==> config.mk <==
export PLATFORM = sky130hd
export DESIGN_NAME = tap_gesture_detector_core
export DESIGN_NICKNAME = d
export VERILOG_FILES = /design/src/hdl/tgd_pkg.sv /design/src/hdl/tgd_step.sv /design/src/hdl/tap_gesture_detector_core.sv
export SDC_FILE = /design/constraint.sdc
export NUM_CORES = 1
export LEC_CHECK = 0
export BUFFER_PORTS_ARGS = -buffer_cell sky130_fd_sc_hd__buf_2
export CORE_ASPECT_RATIO = 0.7
export CORE_UTILIZATION = 55
export CTS_BUF_LIST = sky130_fd_sc_hd__clkbuf_2 sky130_fd_sc_hd__clkbuf_4 sky130_fd_sc_hd__clkbuf_8
export DETAILED_ROUTE_END_ITERATION = 10
export GPL_TIMING_DRIVEN = 0
export PLACE_DENSITY_LB_ADDON = 0.2
export SLEW_MARGIN = 20
export SYNTH_ARGS = -nofsm -noshare
export SYNTH_HDL_FRONTEND = slang
export SYNTH_SLANG_ARGS = --single-unit
==> constraint.sdc <==
create_clock -name clock -period 9 [get_ports clock]
set_clock_uncertainty 0.1 [all_clocks]
set_input_delay 1.8 -clock clock [delete_from_list [all_inputs] [get_ports clock]]
set_output_delay 1.8 -clock clock [all_outputs]
set_load 0.02 [all_outputs]
==> src/hdl/tgd_pkg.sv <==
// types and constants shared by the tap gesture detector modules
package tgd_pkg;

   typedef enum logic [1:0] {
      PH_CLEAR      = 2'd0,
      PH_TOUCHED    = 2'd1,
      PH_REGISTERED = 2'd2,
      PH_FAILED     = 2'd3
   } phase_type;

   localparam logic [1:0] EV_POSSIBLE  = 2'd0;
   localparam logic [1:0] EV_STARTED   = 2'd1;
   localparam logic [1:0] EV_CANCELLED = 2'd2;

   localparam logic [1:0] PS_DOWN        = 2'd0;
   localparam logic [1:0] PS_UP          = 2'd1;
   localparam logic [1:0] PS_INTERRUPTED = 2'd3;

   localparam logic [1:0] CSR_MIN_TAPS     = 2'd0;
   localparam logic [1:0] CSR_MAX_TAPS     = 2'd1;
   localparam logic [1:0] CSR_MOTION_LIMIT = 2'd2;
   localparam logic [1:0] CSR_TIME_LIMIT   = 2'd3;

   localparam logic [3:0]  MIN_TAPS_RST     = 4'd1;
   localparam logic [3:0]  MAX_TAPS_RST     = 4'd2;
   localparam logic [11:0] MOTION_LIMIT_RST = 12'd20;
   localparam logic [15:0] TIME_LIMIT_RST   = 16'd500;

   typedef struct packed {
      logic [3:0]  min_taps;
      logic [3:0]  max_taps;
      logic [11:0] motion_limit;
      logic [15:0] time_limit;
   } cfg_type;

   typedef struct packed {
      phase_type   phase;
      logic [1:0]  taps_seen;
      logic [11:0] anchor_x;
      logic [11:0] anchor_y;
      logic [31:0] down_ms;
      logic [31:0] last_tap_ms;
   } state_type;

   typedef struct packed {
      logic [3:0]  point_count;
      logic [1:0]  point_state;
      logic [31:0] stamp_ms;
      logic [11:0] pos_x;
      logic [11:0] pos_y;
   } sample_type;

   typedef struct packed {
      logic        fire;
      logic [1:0]  kind;
      logic [1:0]  count;
      logic [11:0] where_x;
      logic [11:0] where_y;
      logic [31:0] ms;
   } event_type;

endpackage

==> src/hdl/tgd_step.sv <==
// next-state and event logic of the tap recognizer for one sample
module tgd_step (
   input  tgd_pkg::cfg_type    cfg,
   input  tgd_pkg::state_type  cur,
   input  tgd_pkg::sample_type smp,
   output tgd_pkg::state_type  nxt,
   output tgd_pkg::event_type  ev
);
   import tgd_pkg::*;

   function automatic logic [31:0] gap32(input logic [31:0] a, input logic [31:0] b);
      return (a >= b) ? a - b : b - a;
   endfunction

   function automatic logic [11:0] gap12(input logic [11:0] a, input logic [11:0] b);
      return (a >= b) ? a - b : b - a;
   endfunction

   function automatic logic in_range(input logic [1:0] taps, input cfg_type c);
      return ({2'b00, taps} >= c.min_taps) && ({2'b00, taps} <= c.max_taps);
   endfunction

   logic       moved_far;
   logic       quick_press;
   logic       gap_long;
   logic [1:0] taps_inc;

   assign moved_far   = (gap12(cur.anchor_x, smp.pos_x) > cfg.motion_limit) ||
                        (gap12(cur.anchor_y, smp.pos_y) > cfg.motion_limit);
   assign quick_press = gap32(smp.stamp_ms, cur.down_ms) < {16'd0, cfg.time_limit};
   assign gap_long    = gap32(smp.stamp_ms, cur.last_tap_ms) > {16'd0, cfg.time_limit};
   assign taps_inc    = cur.taps_seen + 2'd1;

   always_comb begin
      nxt      = cur;
      ev.fire  = 1'b0;
      ev.kind  = EV_POSSIBLE;
      ev.count = 2'd0;
      ev.ms    = smp.stamp_ms;
      if (smp.point_count != 4'd1) begin
         nxt.phase = PH_FAILED;
         ev.fire   = in_range(cur.taps_seen, cfg);
         ev.kind   = EV_STARTED;
         ev.count  = cur.taps_seen;
      end else begin
         case (cur.phase)
            PH_CLEAR: begin
               if (smp.point_state == PS_DOWN) begin
                  nxt.anchor_x    = smp.pos_x;
                  nxt.anchor_y    = smp.pos_y;
                  nxt.down_ms     = smp.stamp_ms;
                  nxt.last_tap_ms = 32'd0;
                  nxt.taps_seen   = 2'd0;
                  nxt.phase       = PH_TOUCHED;
                  ev.fire         = 1'b1;
               end
            end
            PH_TOUCHED: begin
               if (smp.point_state == PS_UP) begin
                  if (quick_press) begin
                     nxt.last_tap_ms = cur.down_ms;
                     nxt.phase       = PH_REGISTERED;
                     nxt.taps_seen   = 2'd1;
                     ev.fire         = 1'b1;
                     ev.kind         = moved_far ? EV_CANCELLED : EV_STARTED;
                     ev.count        = 2'd1;
                  end else begin
                     nxt.phase = PH_CLEAR;
                  end
               end else if (smp.point_state == PS_INTERRUPTED) begin
                  nxt.phase = PH_CLEAR;
               end
            end
            PH_REGISTERED: begin
               if (smp.point_state == PS_UP) begin
                  if (quick_press && gap_long) begin
                     nxt.last_tap_ms = smp.stamp_ms;
                     nxt.taps_seen   = 2'd1;
                     ev.fire         = 1'b1;
                     ev.kind         = moved_far ? EV_CANCELLED : EV_STARTED;
                     ev.count        = 2'd1;
                  end else if (quick_press) begin
                     nxt.taps_seen = taps_inc;
                     nxt.phase     = PH_CLEAR;
                     ev.fire       = in_range(taps_inc, cfg);
                     ev.kind       = EV_STARTED;
                     ev.count      = taps_inc;
                  end else begin
                     nxt.phase = PH_CLEAR;
                  end
               end else if (smp.point_state == PS_DOWN) begin
                  ev.fire = 1'b1;
                  if (moved_far || gap_long) begin
                     nxt.anchor_x    = smp.pos_x;
                     nxt.anchor_y    = smp.pos_y;
                     nxt.down_ms     = smp.stamp_ms;
                     nxt.last_tap_ms = 32'd0;
                     nxt.taps_seen   = 2'd0;
                     nxt.phase       = PH_TOUCHED;
                  end
               end
            end
            default: begin
               nxt.phase = PH_CLEAR;
            end
         endcase
      end
      ev.where_x = nxt.anchor_x;
      ev.where_y = nxt.anchor_y;
   end

endmodule

==> src/hdl/tap_gesture_detector_core.sv <==
// tap gesture detector top level: sample register, recognizer state and result register
//
// usage
//   req_* carries one touch sample per word (valid/ready); rsp_* carries at most one
//   gesture event per sample (valid/ready); csr_we/csr_index/csr_wdata writes the
//   min_taps, max_taps, motion_limit and time_limit registers, to be used only while
//   the block is idle.
//   an accepted sample lands in the sample register; the edge on which it advances runs
//   the recognizer once, updates its state and loads the result register, so an event
//   passes through the sample register and then the result register before it is visible.
//   throughput is one sample per cycle unless the result register stalls an event: the
//   step is one pass of compares and 12/32-bit absolute differences on both registers.
//   a sample that causes no event retires even while the result register is stalled;
//   a sample with an event waits in the sample register until the result register
//   frees, and req_ready drops only while that sample still waits.
//   synchronous reset clears the recognizer to the clear phase with zero tap count,
//   anchor and times, empties both registers and restores the register defaults.
module tap_gesture_detector_core (
   input  logic        clock,
   input  logic        reset,
   input  logic        req_valid,
   output logic        req_ready,
   input  logic [3:0]  req_point_count,
   input  logic [1:0]  req_point_state,
   input  logic [31:0] req_stamp_ms,
   input  logic [11:0] req_pos_x,
   input  logic [11:0] req_pos_y,
   output logic        rsp_valid,
   input  logic        rsp_ready,
   output logic [1:0]  rsp_event_kind,
   output logic [1:0]  rsp_tap_count,
   output logic [11:0] rsp_where_x,
   output logic [11:0] rsp_where_y,
   output logic [31:0] rsp_event_ms,
   input  logic        csr_we,
   input  logic [1:0]  csr_index,
   input  logic [15:0] csr_wdata
);
   import tgd_pkg::*;

   cfg_type    cfg_ff, cfg_in;
   state_type  state_ff, state_in;
   sample_type smp_ff;
   logic       smp_vld_ff;
   event_type  ev;
   event_type  rsp_ff;
   logic       rsp_vld_ff, rsp_vld_in;
   logic       advance;

   tgd_step u_step (
      .cfg (cfg_ff),
      .cur (state_ff),
      .smp (smp_ff),
      .nxt (state_in),
      .ev  (ev)
   );

   assign advance   = smp_vld_ff && (!ev.fire || !rsp_vld_ff || rsp_ready);
   assign req_ready = !smp_vld_ff || advance;

   always_comb begin
      cfg_in = cfg_ff;
      if (csr_we) begin
         case (csr_index)
            CSR_MIN_TAPS:     cfg_in.min_taps     = csr_wdata[3:0];
            CSR_MAX_TAPS:     cfg_in.max_taps     = csr_wdata[3:0];
            CSR_MOTION_LIMIT: cfg_in.motion_limit = csr_wdata[11:0];
            CSR_TIME_LIMIT:   cfg_in.time_limit   = csr_wdata;
            default:          cfg_in = cfg_ff;
         endcase
      end
   end

   always_comb begin
      rsp_vld_in = rsp_vld_ff;
      if (advance && ev.fire) begin
         rsp_vld_in = 1'b1;
      end else if (rsp_ready) begin
         rsp_vld_in = 1'b0;
      end
   end

   always_ff @(posedge clock) begin
      if (reset) begin
         cfg_ff.min_taps     <= MIN_TAPS_RST;
         cfg_ff.max_taps     <= MAX_TAPS_RST;
         cfg_ff.motion_limit <= MOTION_LIMIT_RST;
         cfg_ff.time_limit   <= TIME_LIMIT_RST;
         state_ff.phase       <= PH_CLEAR;
         state_ff.taps_seen   <= 2'd0;
         state_ff.anchor_x    <= 12'd0;
         state_ff.anchor_y    <= 12'd0;
         state_ff.down_ms     <= 32'd0;
         state_ff.last_tap_ms <= 32'd0;
         smp_vld_ff <= 1'b0;
         rsp_vld_ff <= 1'b0;
      end else begin
         cfg_ff     <= cfg_in;
         rsp_vld_ff <= rsp_vld_in;
         if (advance) begin
            state_ff <= state_in;
         end
         if (req_ready) begin
            smp_vld_ff <= req_valid;
         end
      end
   end

   always_ff @(posedge clock) begin
      if (req_valid && req_ready) begin
         smp_ff.point_count <= req_point_count;
         smp_ff.point_state <= req_point_state;
         smp_ff.stamp_ms    <= req_stamp_ms;
         smp_ff.pos_x       <= req_pos_x;
         smp_ff.pos_y       <= req_pos_y;
      end
      if (advance && ev.fire) begin
         rsp_ff <= ev;
      end
   end

   assign rsp_valid      = rsp_vld_ff;
   assign rsp_event_kind = rsp_ff.kind;
   assign rsp_tap_count  = rsp_ff.count;
   assign rsp_where_x    = rsp_ff.where_x;
   assign rsp_where_y    = rsp_ff.where_y;
   assign rsp_event_ms   = rsp_ff.ms;

`ifndef ASSERT_OFF
   a_empty_ready: assert property (@(posedge clock) disable iff (reset)
      !smp_vld_ff |-> req_ready)
      else $error("sample register empty but input not ready");

   a_possible_zero: assert property (@(posedge clock) disable iff (reset)
      rsp_valid && (rsp_event_kind == EV_POSSIBLE) |-> (rsp_tap_count == 2'd0))
      else $error("possible event with nonzero tap count");

   a_cancel_single: assert property (@(posedge clock) disable iff (reset)
      rsp_valid && (rsp_event_kind == EV_CANCELLED) |-> (rsp_tap_count == 2'd1))
      else $error("cancelled event not on a single tap");

   a_multi_fails: assert property (@(posedge clock) disable iff (reset)
      advance && (smp_ff.point_count != 4'd1) |=> (state_ff.phase == PH_FAILED))
      else $error("multi-touch sample did not force failed phase");

   a_stall_hold: assert property (@(posedge clock) disable iff (reset)
      smp_vld_ff && !advance |=> smp_vld_ff && $stable(state_ff))
      else $error("stalled sample lost or state changed");
`endif

endmodule

==> out/results.ini <==
[clock_tree]
cts_made_buffers=43
cts_buffer_depth=3
insertion_delay_ps=600
clock-sinks=252
path_clk_slew_ps=80
cts_tree=done
cts_root_buffer=clkbuf_8
postCtsHoldBufs=0
htreeDepth=2

[job]
maxCapViolCount=0

[finish]
final_layout_size_suffix_gt1_share_pct=15.8
nets=2918
syn_to_final_growth_pct=13.7
final_area_mm2=0.0232
diodes=0

[logic_synthesis]
synth_edf_count=122
synthFlopType=dfxtp_1
synth.most_common_cell=a21oi_1
yosys.area.top_type_share_pct=18.0
synth.largest_area_cell=edfxtp_1
synth.avg_cell_area_um2=8.63
ys_ff_latch=252
yosysWarnings=0
synth.distinct_cells=98
ys_top_cells_by_area=edfxtp_1, ha_1, dfxtp_1
syn_area_mm2=0.0204
ys_top_cells_by_count=a21oi_1, ha_1, inv_1
syn_nets=2695
synth_cells=2363
ys_seq_area_share_pct=30.7
synth_async_sr_flop_share_pct=0

[min_path]
hold_class=flip-flop to flip-flop
holdPathEnd=cfg_ff[12]
worstHoldPathCells=2
hold_start=cfg_ff[12]

[critical_path]
cp.arrival_ps=6940
worstReg2RegStart=smp_ff[12]
crit_type=flip-flop to output port
rr_worst_depth=29
crit_fanout=14
startpoint_type=flip-flop
reg2reg_slack_ps=280
reg2reg_to=state_ff[60]
end_kind=output port
critPathRequiredTime_ps=7100

[timing]
slew_viol_final=0
post-route-period-util_pct=98.3
worstMarginPinSlew_ps=1050
setup_viol=0
fmax_mhz=113
fin_crit_ps=8840
relSlewSlack_pct=28.0
finalHoldViolCount=0

[placed_design]
io_buffers=145
gp_congestion=0.972
place_hpwl_um=55600
dpl_cell_area_mm2=0.0218

[power_and_ir_drop]
power.switching_uw=990
p_seq_share_pct=41.4
swShare_pct=32.3
p_clk_share_pct=36.1
p_int_mw=2.07
p_comb_share_pct=22.5
p_leak_nw=9.37
peakVddDrop_mv=0.129
power_mw=3.06
p_per_area_mw_per_mm2=132

[routing]
drt_pass1_iterations=6
wl_um=69800
viasPerCell=6.36
post-route-drc-count=0
drtIter0Drc=2211
vias=19700
ant_nets=0
wl_per_cell_um=22.5

[global_route]
grt_max_degree=42
grt_usage_pct=35.8
antenna_found_initial=0
grt_overflow=0
grt_pass1_vias=17900
grt_pass1_wl_um=104000

[outcome]
run_status=finished, final reports clean

[floorplan]
die_w_um=232
initial_utilization_pct=56.3
die_h_um=163
num_rows=58
core_mm2=0.0362
dieArea_mm2=0.0379
ioPinCount=147

## cells in the final DEF, fill, tap and decap left out, types with 13 or more instances in the layout
| cell | count |
|---|---|
| nand4_1 | 78 |
| o21ai_0 | 155 |
| buf_6 | 15 |
| or4_1 | 38 |
| nand2_1 | 149 |
| xnor2_1 | 41 |
| nand3_1 | 43 |
| edfxtp_1 | 122 |
| o21a_1 | 18 |
| nor4_1 | 13 |
| o21bai_1 | 18 |
| nor2_1 | 100 |
| nand2b_1 | 13 |
| xor2_1 | 25 |
| a211oi_1 | 20 |
| o21ai_1 | 21 |
| a21o_1 | 73 |
| inv_1 | 206 |
| a21oi_1 | 277 |
| buf_2 | 185 |
| ha_1 | 238 |
| buf_4 | 44 |
| dfxtp_1 | 130 |
| mux2i_1 | 41 |
| o211ai_1 | 23 |
| nor3_1 | 29 |
| clkbuf_1 | 64 |
| clkbuf_8 | 49 |
| clkbuf_4 | 16 |
| a211o_1 | 15 |
| and3_1 | 17 |
| a21oi_2 | 13 |
| a22oi_1 | 38 |
| a22o_1 | 49 |
## kinds of logic after synthesis
logic type               synth area share (%)
AO/OA/AOI/OAI                            26.9
XOR/XNOR                                 2.83
buffers and inverters                    7.23
adder cells (fa/ha/maj)                  15.4
multiplexers                             2.45
flip-flops                               30.7
AND/OR/NAND/NOR                          14.4
## per-stage QoR
stage	std cells	hold WS (ps)	utilization, %	TNS, ps	worst slack (ps)
after floorplan	2363	336	-	0	532
after global placement	2988	346	60.0	-400960	-3830
after detailed placement	2991	348	60.2	-53830	-1170
after CTS	3078	357	63.2	0	10.9
after global routing	3100	375	64.1	-6.15	-6.15
final	3100	358	64.1	0	157
## power by group through the flow
stage	clock [mW]	combinational (mW)	sequential [mW]
2_1_floorplan	0	0.422	1.29
3_3_place_gp	0	0.612	1.29
3_5_place_dp	0	0.632	1.29
4_1_cts	1.11	0.650	1.27
5_1_grt	1.17	0.743	1.27
6_report	1.11	0.689	1.27
## final cells by class
class,instances,area [µm²]
Inverter,207,777
Timing Repair Buffer,184,1070
Sequential cell,252,6270
Buffer,133,717
Fill cell,3142,13000
Multi-Input combinational cell,1765,12900
Clock buffer,64,787
Tap cell,480,601
Clock inverter,15,109
## routing by layer
metal	routed length [µm]	track usage, %	part of all wire, %
met1	33100	54.6	47
met2	26800	48.1	38
met3	8250	10.7	12
met4	1550	8.25	2.2
met5	110	2.21	0.16
## worst max path at each step
| stage | startpoint | cells after the start | endpoint | slack [ps] |
|---|---|---|---|---|
| finish | smp_ff[24] | 25 | req_ready | 160 |
| global route | smp_ff[33] | 26 | req_ready | -6 |
| CTS | smp_ff[24] | 30 | req_ready | 10 |
| detailed placement | smp_ff[39] | 26 | req_ready | -1170 |
| global placement | smp_ff[39] | 26 | rsp_event_ms[8] | -3830 |
| floorplan | smp_ff[24] | 28 | rsp_event_kind[0] | 530 |
## repair_timing
action | in CTS | in global routing
setup buffers | 9 | 27
pin swaps | 7 | 22
resized for setup | 29 | 25
endpoints found under the setup margin | 205 | 1
## worst max-delay path, stage by stage (launching register included)
cell and delay, ps:
edfxtp_1 440, inv_2 110, ha_1 200, inv_1 70, fa_1 390, a21o_1 230
a21oi_2 210, o221a_4 260, o2111a_2 250, a311o_1 290, nand2_4 230, mux2i_1 250
xor2_1 180, ha_1 260, nor2b_1 130, o21ai_0 150, o211ai_1 120, a221oi_1 380
o21ai_0 260, a221o_1 410, a311oi_2 330, nand3_1 180, a2111oi_4 410, o21ai_2 90
or2_2 330, buf_4 160
## state kept, by name (all words and copies together), names as in the netlist, 2 cells and up
register,flops
smp_ff,62
cfg_ff,36
rsp_tap_count,2
rsp_event_ms,32
rsp_where_x,12
state_ff,92
rsp_where_y,12
rsp_event_kind,2
Note: power is estimated with default switching activity, not from simulation.
